`config.mk`:
```
export PLATFORM = sky130hd
export DESIGN_NAME = encoder_angle_unwrap_velocity
export DESIGN_NICKNAME = d
export VERILOG_FILES = /design/src/sv/eauv_pkg.sv /design/src/sv/eauv_front.sv /design/src/sv/eauv_fifo.sv /design/src/sv/eauv_back.sv /design/src/sv/encoder_angle_unwrap_velocity.sv
export SDC_FILE = /design/constraint.sdc
export NUM_CORES = 2
export LEC_CHECK = 0
export BUFFER_PORTS_ARGS = -buffer_cell sky130_fd_sc_hd__buf_2
export CORE_ASPECT_RATIO = 1.4
export CORE_MARGIN = 3
export CORE_UTILIZATION = 40
export DETAILED_ROUTE_END_ITERATION = 10
export MAX_ROUTING_LAYER = met4
export PLACE_DENSITY_LB_ADDON = 0.3
export SYNTH_ARGS = -nofsm -noshare
export SYNTH_HDL_FRONTEND = slang
export SYNTH_SLANG_ARGS = --single-unit
```
`constraint.sdc`:
```
create_clock -name i_clk -period 10.5 [get_ports i_clk]
set_clock_uncertainty 0.2 [all_clocks]
set_input_delay 1.05 -clock i_clk [delete_from_list [all_inputs] [get_ports i_clk]]
set_output_delay 1.05 -clock i_clk [all_outputs]
set_load 0.005 [all_outputs]
```
`src/sv/eauv_pkg.sv`:
```
package eauv_pkg;

    localparam int ANGLE_BITS = 12;
    localparam int ST_W       = 12;
    localparam int PROD_W     = ANGLE_BITS + 20;
    localparam int CNT_W      = $clog2(PROD_W);
    localparam int QDEPTH     = 2;
    localparam int QPTR_W     = 1;
    localparam int QCNT_W     = 2;
    localparam int IN_W       = 48;
    localparam int OUT_W      = 176;

    localparam logic [19:0] US_PER_S = 20'd1000000;

    typedef struct packed {
        logic                  valid_res;
        logic [31:0]           sample_seq;
        logic [31:0]           stamp_out;
        logic [ST_W-1:0]       single_turn_count;
        logic signed [31:0]    full_angle_count;
        logic [31:0]           failure_total;
        logic [ANGLE_BITS-1:0] mag;
        logic                  neg;
        logic [31:0]           elapsed;
        logic                  need_div;
    } t_job;

    typedef struct packed {
        logic                  valid_res;
        logic [31:0]           sample_seq;
        logic [31:0]           stamp_out;
        logic [ST_W-1:0]       single_turn_count;
        logic signed [31:0]    full_angle_count;
        logic signed [31:0]    speed_counts_per_s;
        logic [31:0]           failure_total;
    } t_res;

    typedef struct packed {
        logic push;
        logic full;
    } t_qctl;

endpackage

```
`src/sv/eauv_front.sv`:
```
module eauv_front (
    input  logic                     i_clk,
    input  logic                     i_rst_n,
    input  logic                     i_valid,
    output logic                     o_ready,
    input  logic [15:0]              i_angle_word,
    input  logic [31:0]              i_time_us,
    input  logic                     i_read_failed,
    input  logic                     i_full,
    output logic                     o_push,
    output eauv_pkg::t_job           o_job
);

    logic                            r_awaiting_first;
    logic [eauv_pkg::ANGLE_BITS-1:0] r_last_count;
    logic [31:0]                     r_last_stamp;
    logic [31:0]                     r_turn_acc;
    logic [31:0]                     r_seq;
    logic [31:0]                     r_fail;

    logic [eauv_pkg::ANGLE_BITS-1:0] count;
    logic [eauv_pkg::ANGLE_BITS-1:0] diff;
    logic [31:0]                     elapsed;
    logic [31:0]                     n_turn_acc;
    logic [31:0]                     n_seq;
    logic [31:0]                     n_fail;
    logic                            accept;

    assign o_ready = !i_full;
    assign accept  = i_valid && !i_full;
    assign o_push  = accept;

    assign count   = i_angle_word[eauv_pkg::ANGLE_BITS-1:0];
    // shortest step is the modular difference read as two's complement
    assign diff    = count - r_last_count;
    assign elapsed = i_time_us - r_last_stamp;
    assign n_seq   = r_seq + 32'd1;
    assign n_fail  = r_fail + 32'd1;

    always_comb begin
        if (r_awaiting_first) begin
            n_turn_acc = 32'(count);
        end else begin
            n_turn_acc = r_turn_acc + 32'($signed(diff));
        end
    end

    always_comb begin
        o_job = '0;
        if (i_read_failed) begin
            o_job.failure_total = n_fail;
        end else begin
            o_job.valid_res         = 1'b1;
            o_job.sample_seq        = n_seq;
            o_job.stamp_out         = i_time_us;
            o_job.single_turn_count = eauv_pkg::ST_W'(count);
            o_job.full_angle_count  = n_turn_acc;
            o_job.failure_total     = r_fail;
            o_job.neg               = diff[eauv_pkg::ANGLE_BITS-1];
            o_job.mag               = diff[eauv_pkg::ANGLE_BITS-1] ? (~diff + 1'b1) : diff;
            o_job.elapsed           = elapsed;
            o_job.need_div          = !r_awaiting_first && (elapsed != 32'd0);
        end
    end

    always_ff @(posedge i_clk) begin
        if (!i_rst_n) begin
            r_awaiting_first <= 1'b1;
            r_last_count     <= '0;
            r_last_stamp     <= '0;
            r_turn_acc       <= '0;
            r_seq            <= '0;
            r_fail           <= '0;
        end else if (accept) begin
            if (i_read_failed) begin
                r_fail <= n_fail;
            end else begin
                r_awaiting_first <= 1'b0;
                r_last_count     <= count;
                r_last_stamp     <= i_time_us;
                r_turn_acc       <= n_turn_acc;
                r_seq            <= n_seq;
            end
        end
    end

endmodule

```
`src/sv/eauv_fifo.sv`:
```
module eauv_fifo (
    input  logic            i_clk,
    input  logic            i_rst_n,
    input  eauv_pkg::t_qctl i_ctl,
    input  eauv_pkg::t_job  i_data,
    output logic            o_full,
    input  logic            i_pop,
    output logic            o_valid,
    output eauv_pkg::t_job  o_data
);

    eauv_pkg::t_job              r_mem [eauv_pkg::QDEPTH];
    logic [eauv_pkg::QPTR_W-1:0] r_wr_ptr;
    logic [eauv_pkg::QPTR_W-1:0] r_rd_ptr;
    logic [eauv_pkg::QCNT_W-1:0] r_count;
    logic                        do_push;
    logic                        do_pop;

    assign o_full  = (r_count == eauv_pkg::QCNT_W'(eauv_pkg::QDEPTH));
    assign o_valid = (r_count != '0);
    assign o_data  = r_mem[r_rd_ptr];
    assign do_push = i_ctl.push && !o_full;
    assign do_pop  = i_pop && o_valid;

    always_ff @(posedge i_clk) begin
        if (do_push) begin
            r_mem[r_wr_ptr] <= i_data;
        end
    end

    always_ff @(posedge i_clk) begin
        if (!i_rst_n) begin
            r_wr_ptr <= '0;
            r_rd_ptr <= '0;
            r_count  <= '0;
        end else begin
            if (do_push) r_wr_ptr <= r_wr_ptr + 1'b1;
            if (do_pop)  r_rd_ptr <= r_rd_ptr + 1'b1;
            if (do_push && !do_pop) begin
                r_count <= r_count + 1'b1;
            end else if (do_pop && !do_push) begin
                r_count <= r_count - 1'b1;
            end
        end
    end

    a_count_bound: assert property (@(posedge i_clk) disable iff (!i_rst_n)
        r_count <= eauv_pkg::QCNT_W'(eauv_pkg::QDEPTH))
        else $error("queue count beyond depth");

    a_push_grows: assert property (@(posedge i_clk) disable iff (!i_rst_n)
        (do_push && !do_pop) |=> (r_count == $past(r_count) + 1'b1))
        else $error("queue push lost");

    a_pop_order: assert property (@(posedge i_clk) disable iff (!i_rst_n)
        do_pop |=> (r_rd_ptr == $past(r_rd_ptr) + 1'b1))
        else $error("queue read pointer did not advance");

endmodule

```
`src/sv/eauv_back.sv`:
```
module eauv_back (
    input  logic           i_clk,
    input  logic           i_rst_n,
    input  logic           i_q_valid,
    input  eauv_pkg::t_job i_q_data,
    output logic           o_pop,
    output logic           o_valid,
    input  logic           i_ready,
    output eauv_pkg::t_res o_res
);

    typedef enum logic [3:0] {
        S_IDLE = 4'b0001,
        S_MUL  = 4'b0010,
        S_DIV  = 4'b0100,
        S_DONE = 4'b1000
    } t_back_state;

    t_back_state                r_state;
    t_back_state                n_state;
    eauv_pkg::t_job             r_job;
    logic [eauv_pkg::PROD_W-1:0] r_quo;
    logic [31:0]                r_rem;
    logic [31:0]                r_div;
    logic [eauv_pkg::CNT_W-1:0] r_cnt;
    logic                       r_out_valid;
    eauv_pkg::t_res             r_out;

    logic [32:0]                rem_sh;
    logic                       rem_ge;
    logic [31:0]                n_rem;
    logic [31:0]                quo32;
    logic                       load_out;
    eauv_pkg::t_res             res;

    assign o_valid = r_out_valid;
    assign o_res   = r_out;
    assign o_pop   = (r_state == S_IDLE) && i_q_valid;
    assign load_out = (r_state == S_DONE) && (!r_out_valid || i_ready);

    // one restoring step: shift in the next dividend bit, subtract if it fits
    assign rem_sh = {r_rem, r_quo[eauv_pkg::PROD_W-1]};
    assign rem_ge = rem_sh >= {1'b0, r_div};
    assign n_rem  = rem_ge ? 32'(rem_sh - {1'b0, r_div}) : rem_sh[31:0];
    assign quo32  = 32'(r_quo);

    always_comb begin
        res.valid_res          = r_job.valid_res;
        res.sample_seq         = r_job.sample_seq;
        res.stamp_out          = r_job.stamp_out;
        res.single_turn_count  = r_job.single_turn_count;
        res.full_angle_count   = r_job.full_angle_count;
        res.failure_total      = r_job.failure_total;
        if (!r_job.need_div) begin
            res.speed_counts_per_s = '0;
        end else if (r_job.neg) begin
            res.speed_counts_per_s = ~quo32 + 32'd1;
        end else begin
            res.speed_counts_per_s = quo32;
        end
    end

    always_comb begin
        n_state = r_state;
        unique case (r_state)
            S_IDLE: begin
                if (i_q_valid) n_state = i_q_data.need_div ? S_MUL : S_DONE;
            end
            S_MUL:  n_state = S_DIV;
            S_DIV: begin
                if (r_cnt == '0) n_state = S_DONE;
            end
            S_DONE: begin
                if (load_out) n_state = S_IDLE;
            end
            default: n_state = S_IDLE;
        endcase
    end

    always_ff @(posedge i_clk) begin
        if (!i_rst_n) begin
            r_state     <= S_IDLE;
            r_out_valid <= 1'b0;
        end else begin
            r_state <= n_state;
            if (load_out) begin
                r_out_valid <= 1'b1;
            end else if (i_ready) begin
                r_out_valid <= 1'b0;
            end
        end
    end

    always_ff @(posedge i_clk) begin
        if (o_pop) begin
            r_job <= i_q_data;
        end
        if (r_state == S_MUL) begin
            r_quo <= eauv_pkg::PROD_W'(r_job.mag) * eauv_pkg::PROD_W'(eauv_pkg::US_PER_S);
            r_rem <= '0;
            r_div <= r_job.elapsed;
            r_cnt <= eauv_pkg::CNT_W'(eauv_pkg::PROD_W - 1);
        end else if (r_state == S_DIV) begin
            r_rem <= n_rem;
            r_quo <= {r_quo[eauv_pkg::PROD_W-2:0], rem_ge};
            r_cnt <= r_cnt - 1'b1;
        end
        if (load_out) begin
            r_out <= res;
        end
    end

    a_div_exit: assert property (@(posedge i_clk) disable iff (!i_rst_n)
        (r_state == S_DIV && r_cnt == '0) |=> (r_state == S_DONE))
        else $error("divider did not finish after last step");

    a_rem_below: assert property (@(posedge i_clk) disable iff (!i_rst_n)
        (r_state == S_DIV) |-> (r_rem < r_div))
        else $error("partial remainder not below divisor");

    a_pop_next: assert property (@(posedge i_clk) disable iff (!i_rst_n)
        o_pop |=> (r_state == S_MUL || r_state == S_DONE))
        else $error("popped job not started");

endmodule

```
`src/sv/encoder_angle_unwrap_velocity.sv`:
```
// A beat that needs a speed quotient passes queue pop, multiply, 32 divider steps
// and result load before it reaches m_axis; other beats pass queue pop and result load.
// The back end takes no new beat from the queue until the last result is loaded, and
// speed beats are bound by the bit-serial divider that retires one quotient bit per cycle.
// A two-entry queue and an output register let s_axis accept while results wait.
// Reset (i_rst_n low, synchronous) clears counters, history, queue and output valid.
module encoder_angle_unwrap_velocity (
    input  logic                          i_clk,
    input  logic                          i_rst_n,
    input  logic                          s_axis_tvalid,
    output logic                          s_axis_tready,
    // [15:0] angle_word, [47:16] time_us
    input  logic [eauv_pkg::IN_W-1:0]     s_axis_tdata,
    // [0] read_failed
    input  logic                          s_axis_tuser,
    output logic                          m_axis_tvalid,
    input  logic                          m_axis_tready,
    // [31:0] sample_seq, [63:32] stamp_out, [75:64] single_turn_count,
    // [107:76] full_angle_count, [139:108] speed_counts_per_s,
    // [171:140] failure_total, [175:172] zero
    output logic [eauv_pkg::OUT_W-1:0]    m_axis_tdata,
    // [0] valid_res
    output logic                          m_axis_tuser
);

    eauv_pkg::t_job  push_job;
    eauv_pkg::t_job  pop_job;
    eauv_pkg::t_qctl qctl;
    eauv_pkg::t_res  res;
    logic            q_full;
    logic            q_valid;
    logic            q_pop;
    logic            push;

    assign qctl.push = push;
    assign qctl.full = q_full;

    eauv_front u_front (
        .i_clk         (i_clk),
        .i_rst_n       (i_rst_n),
        .i_valid       (s_axis_tvalid),
        .o_ready       (s_axis_tready),
        .i_angle_word  (s_axis_tdata[15:0]),
        .i_time_us     (s_axis_tdata[47:16]),
        .i_read_failed (s_axis_tuser),
        .i_full        (qctl.full),
        .o_push        (push),
        .o_job         (push_job)
    );

    eauv_fifo u_fifo (
        .i_clk   (i_clk),
        .i_rst_n (i_rst_n),
        .i_ctl   (qctl),
        .i_data  (push_job),
        .o_full  (q_full),
        .i_pop   (q_pop),
        .o_valid (q_valid),
        .o_data  (pop_job)
    );

    eauv_back u_back (
        .i_clk     (i_clk),
        .i_rst_n   (i_rst_n),
        .i_q_valid (q_valid),
        .i_q_data  (pop_job),
        .o_pop     (q_pop),
        .o_valid   (m_axis_tvalid),
        .i_ready   (m_axis_tready),
        .o_res     (res)
    );

    assign m_axis_tuser = res.valid_res;
    assign m_axis_tdata = {4'b0000,
                           res.failure_total,
                           res.speed_counts_per_s,
                           res.full_angle_count,
                           res.single_turn_count,
                           res.stamp_out,
                           res.sample_seq};

endmodule
```
Yosys cells after proc, flatten, opt, wreduce, memory -nomap -nowiden
Memory sizes are Yosys's and may differ from the RTL's. A register that Yosys moved wholly into a read port is not among the register bits.
Index checks and enable logic that the tools add are counted.
{ "op_classes": {"add_sub_neg": 13, "n_mul": 1, "n_lt_le_gt_ge": 1, "eq_ne": 8, "n_mux": 22, "bitwise_logic": 3, "n_reduce_logical": 22} }
{ "ops": {"columns": ["operator", "count"], "rows": [
  ["32-bit two-way mux", 6],
  ["109-bit two-way mux", 1],
  ["32-bit by 1-bit adder with 32-bit output, second input constant", 3],
  ["32-bit subtractor", 2],
  ["46-bit two-way mux", 1],
  ["33-bit by 32-bit >= comparator with 1-bit output", 1],
  ["32-bit adder", 1],
  ["32-bit NOT", 1],
  ["32-bit nonzero test", 1],
  ["12-bit by 14-bit multiplier with 26-bit output, second input constant", 1],
  ["4-bit two-way mux", 4],
  ["4-bit one-hot mux with 4 select lines", 1],
  ["12-bit by 1-bit adder with 12-bit output, second input constant", 1],
  ["12-bit two-way mux", 1],
  ["12-bit NOT", 1],
  ["12-bit subtractor", 1],
  ["1-bit logical AND", 8],
  ["2-bit nonzero test", 4],
  ["1-bit two-way mux", 6],
  ["2-bit by 1-bit inequality test with 1-bit output, second input constant", 3],
  ["1-bit zero test", 5],
  ["5-bit zero test", 1],
  ["5-bit by 1-bit subtractor with 5-bit output, second input constant", 1],
  ["4-bit by 1-bit == test with 1-bit output, second input constant", 1],
  ["12 further kinds", 14]
]} }
{ "totals": {"regBits": 611, "ramBits": 374, "output_inout_bits": 179, "memories": 1} }
{ "memory_table": {"columns": ["memory", "words", "width", "read_ports", "rd_ports_with_merged_regs", "write_ports", "line", "text"], "rows": [
  ["u_fifo.r_mem", 2, 187, 1, 1, 1, "eauv_fifo.sv:12", "eauv_pkg::t_job r_mem [eauv_pkg::QDEPTH];"]
]} }

Depth between registers and ports, before layout
{ "logic_depth": {"depth_word": 8, "depth_mapped": 23} }

Hierarchy
Synthesis repeated with hierarchy kept, for this count alone.
{ "unflattened": {"cells_unflattened": 3540, "area_unflattened_um2": 45641.3} }
{ "by_module_without_submodules": {"columns": ["mod", "n_inst", "cells_per_inst", "area_each_um2", "seq_area_each_um2"], "rows": [
  ["eauv_back", 1, 1357, 19964.1, 13513.0],
  ["eauv_fifo", 1, 607, 14266.2, 11330.9],
  ["eauv_front", 1, 1571, 11377.2, 2822.7],
  ["encoder_angle_unwrap_velocity", 1, 5, 33.8, 0.0]
]} }

Least setup slack after synthesis
Ideal clock, no wire load.
{ "synth_timing": {"kind": "input -> register", "from": "input port s_axis_tvalid", "to": "memory u_fifo.r_mem[0][0] (netlist bit) (enable)", "setup_time_ps": 738, "t_arrival_ps": 9125, "setup_slack_ps": 437, "stages": 3, "n_path_buf": 1, "cell_sequence": "nand2_1 -> clkbuf_1 -> nor2_1"} }
{ "synth_via": {"elab_chain_len": 4} }
{ "synth_rtl": {"columns": ["item", "line", "text"], "rows": [
  ["start, declared", "encoder_angle_unwrap_velocity.sv:10", "input logic s_axis_tvalid,"],
  ["1-bit logical AND", "eauv_front.sv:30", "assign accept = i_valid && !i_full;"],
  ["1-bit logical AND", "eauv_fifo.sv:22", "assign do_push = i_ctl.push && !o_full;"],
  ["1-bit two-way mux", "eauv_fifo.sv:26", "if (do_push) begin"],
  ["1-bit two-way mux (not written as such)", "eauv_fifo.sv:27", "r_mem[r_wr_ptr] <= i_data;"],
  ["end, declared", "eauv_fifo.sv:12", null]
]} }
No other way between the ends.

==> impl_metrics.tcl <==
set metrics [dict create \
    syn_area_mm2 0.0451 \
    dieArea_mm2 0.117 \
    min_to "u_back.o_res[74]$_DFFE_PP_" \
    reg2reg_to "u_fifo.r_mem[0][109]$_DFFE_PP_" \
    required_ns 10.75 \
    status "completed" \
    max_cap_viol_count 0 \
    cts_sinks 986 \
    wire_per_inst_um 17.6 \
    whs_path_depth 0 \
    grt_usage 0.165 \
    cts_resized 0 \
    core_area_mm2 0.112 \
    netlist_instances 3564 \
    p_switching_mw 5.20 \
    fillers 10300 \
    drc_errors 0 \
    clkLatencyLatePin_ns 0.67 \
    power_density_mw_per_mm2 295 \
    num-nets-final 4061 \
    final_cell_mix "edfxtp_1, nand2_1, nor2_1, a21oi_1, buf_2" \
    rr_startpoint "u_front.r_last_count[1]$_SDFFE_PN0P_" \
    critPathMaxFanout 24 \
    vias_per_cell 5.04 \
    synth-adder-area-share 0.0720 \
    rsz0062_at_grt "false" \
    seqCellArea_mm2 0.0277 \
    htreeDepth 3 \
    setup_ws_ns 4.69 \
    gr-total-overflow 0 \
    yosysWarnings 0 \
    antenna_found_initial 11 \
    multi_input_area_mm2 0.0161 \
    synth_top_family_by_area "simple AND/OR/NAND/NOR gates" \
    max_freq_ghz 0.172 \
    core.rowCount 145 \
    hpwl_mm 62.4 \
    grt_first_pass_wirelength_mm 148 \
    ir_drop_mv 0.359 \
    synth.area.top_cells "edfxtp_1, dfxtp_1, ha_1" \
    drt_first_iter_violations 1574 \
    period_minus_slack_ns 5.81 \
    timing.final.crit_share 0.553 \
    synth_compound_area_frac 0.0812 \
    grt_pass1_vias 26900 \
    synthSimpleGateAreaFrac 0.0994 \
    synthXorXnorAreaFrac 0.0503 \
    hp-class "reg2reg" \
    cts_setup_buffers 0 \
    holdWs_ns 0.206 \
    combPwrFrac 0.397 \
    grt_max_degree 91 \
    worstSetupPathType "in2reg" \
    seq_area_frac_synth 0.614 \
    ys.flop_type "edfxtp_1" \
    yosysTopAreaCellShare 0.528 \
    tightestPinTransition_ns 1.08 \
    fin_cells 5330 \
    numCtsBuffers 93 \
    hp-start "u_back.r_job[88]$_DFFE_PP_" \
    ioPinCount 232 \
    reg2reg_depth 22 \
    yosysUniqueCellTypes 91 \
    finalWirelength_mm 93.9 \
    relSlewSlack 0.276 \
    path_clk_slew_ns 0.07 \
    cts_tree "built" \
    cts_root_buffer "clkbuf_16" \
    internal_power_mw 9.81 \
    io_buffers 223 \
    cp-end-kind "flip-flop" \
    critPathArrivalTime_ns 6.06 \
    synthArstFlopShare 0 \
    yosys.area.top_type "edfxtp_1" \
    initial_utilization 0.403 \
    dr.pass1.iters 5 \
    clockBufferDepth 3 \
    ant_nets 0 \
    area_growth_pct 12.9 \
    p_leak_nw 18.8 \
    startpoint_type "primary input" \
    dp.cells 5147 \
    dieWidth_um 290 \
    finalSetupViolations 0 \
    drv_slew 0 \
    r2r_slack_ns 4.84 \
    layout-drive-gt1-share 0.161 \
    fin_util 0.456 \
    detailroute.via_count 26900 \
    final_common_cell "edfxtp_1" \
    dpl_worst_slack_ns 4.04 \
    hold_viol_final 0 \
    synthMuxAreaShare 0.0538 \
    switching_share 0.346 \
    p_clk_frac 0.230 \
    fin_tns_setup_ns 0 \
    p_seq_frac 0.373 \
    gp_congestion 0.862 \
    ctsHoldBuffers 0 \
    avgSynthCellArea_um2 12.6 \
    synth_edf_count 792 \
    die_h_um 403 \
    ys_ff_latch 986 \
]
## registers in the layout, indices dropped and copies added (netlist names), named ones only
name	cells
u_back.o_res	173
u_back.o_valid	1
u_back.quo32	32
u_back.r_cnt	5
u_back.r_div	32
u_back.r_job	187
u_back.r_rem	32
u_back.r_state	4
u_fifo.r_count	2
u_fifo.r_mem	374
u_fifo.r_rd_ptr	1
u_fifo.r_wr_ptr	1
u_front.r_awaiting_first	1
u_front.r_fail	32
u_front.r_last_count	12
u_front.r_last_stamp	32
u_front.r_seq	32
u_front.r_turn_acc	32
## stage by stage
step	instance area (um2)	power, mW
2_1_floorplan	45100	10.4
3_3_place_gp	47700	11.6
3_5_place_dp	47700	11.7
4_1_cts	50900	15.2
5_1_grt	50900	16.2
6_report	50900	15.0
## power by group through the flow
stage               registers (mW)  logic, mW  clock network, mW
finish                        5.59       5.97               3.45
global route                  5.67       6.84               3.70
CTS                           5.61       6.04               3.56
detailed placement            5.68       5.98                  0
global placement              5.66       5.92                  0
floorplan                     5.66       4.76                  0
## cell type report
| type | instances | share of cell area |
|---|---|---|
| diodes | 9 | 0.000442 |
| inverters | 205 | 0.0153 |
| well taps | 1470 | 0.0361 |
| clock buffers | 124 | 0.0506 |
| repair buffers | 249 | 0.0259 |
| flip-flops and latches | 986 | 0.543 |
| multi-input cells | 2237 | 0.317 |
| clock inverters | 50 | 0.0112 |
## Yosys cell counts (all sizes together), types with 31 or more instances
cell	count
edfxtp	792
nand2	284
nor2	265
a21oi	223
inv	204
ha	197
dfxtp	194
mux2	188
xnor2	134
o21ai	131
xor2	125
clkbuf	113
nor2b	74
nand3	63
a21o	45
and2	45
nor3	42
fa	39
mux2i	31
## worst max path at each step
stage                     from                        endpoint  cells past startpoint
2_1_floorplan    s_axis_tvalid    u_fifo.r_mem[0][0]$_DFFE_PP_                      3
3_3_place_gp   s_axis_tdata[1]  u_fifo.r_mem[0][109]$_DFFE_PP_                     22
3_5_place_dp   s_axis_tdata[1]  u_fifo.r_mem[1][109]$_DFFE_PP_                     22
4_1_cts        s_axis_tdata[1]  u_fifo.r_mem[0][109]$_DFFE_PP_                     22
5_1_grt        s_axis_tdata[1]  u_fifo.r_mem[1][109]$_DFFE_PP_                     22
6_report       s_axis_tdata[1]  u_fifo.r_mem[0][109]$_DFFE_PP_                     22
## worst max-delay path: stages
cell and delay, ns:
buf_2 0.15, ha_1 0.29, nor2b_1 0.13, o21a_1 0.19, o21ai_0 0.26, a211oi_1 0.16
nor2_1 0.14, a21oi_1 0.08, xnor2_1 0.13, buf_4 0.20, inv_1 0.73, ha_1 0.46
a21o_1 0.19, a21o_1 0.18, a21o_1 0.17, a21o_1 0.16, a21o_1 0.18, a21o_1 0.17
a211oi_1 0.24, o31ai_1 0.14, xnor2_1 0.32, nor3b_1 0.33
## kinds of logic (layout without fill, tap and decap cells)
kind of cell             after synthesis  in the layout
multiplexers                         219            219
AND/OR/NAND/NOR                      933            933
other                                  1             13
AO/OA/AOI/OAI                        586            586
flip-flops                           986            986
buffers and inverters                344            628
XOR/XNOR                             259            259
adder cells (fa/ha/maj)              236            236
## routing by layer
| metal | GRT usage | vias up | wire [um] |
|---|---|---|---|
| met3 | 0.0370 | 117 | 4580 |
| met1 | 0.204 | 13100 | 41400 |
| met2 | 0.272 | 398 | 45900 |
| li1 | - | 13300 | - |
| met4 | 0.0423 | 0 | 1990 |
| met5 | - | - | 0 |
Note: power is estimated with default switching activity, not from simulation.
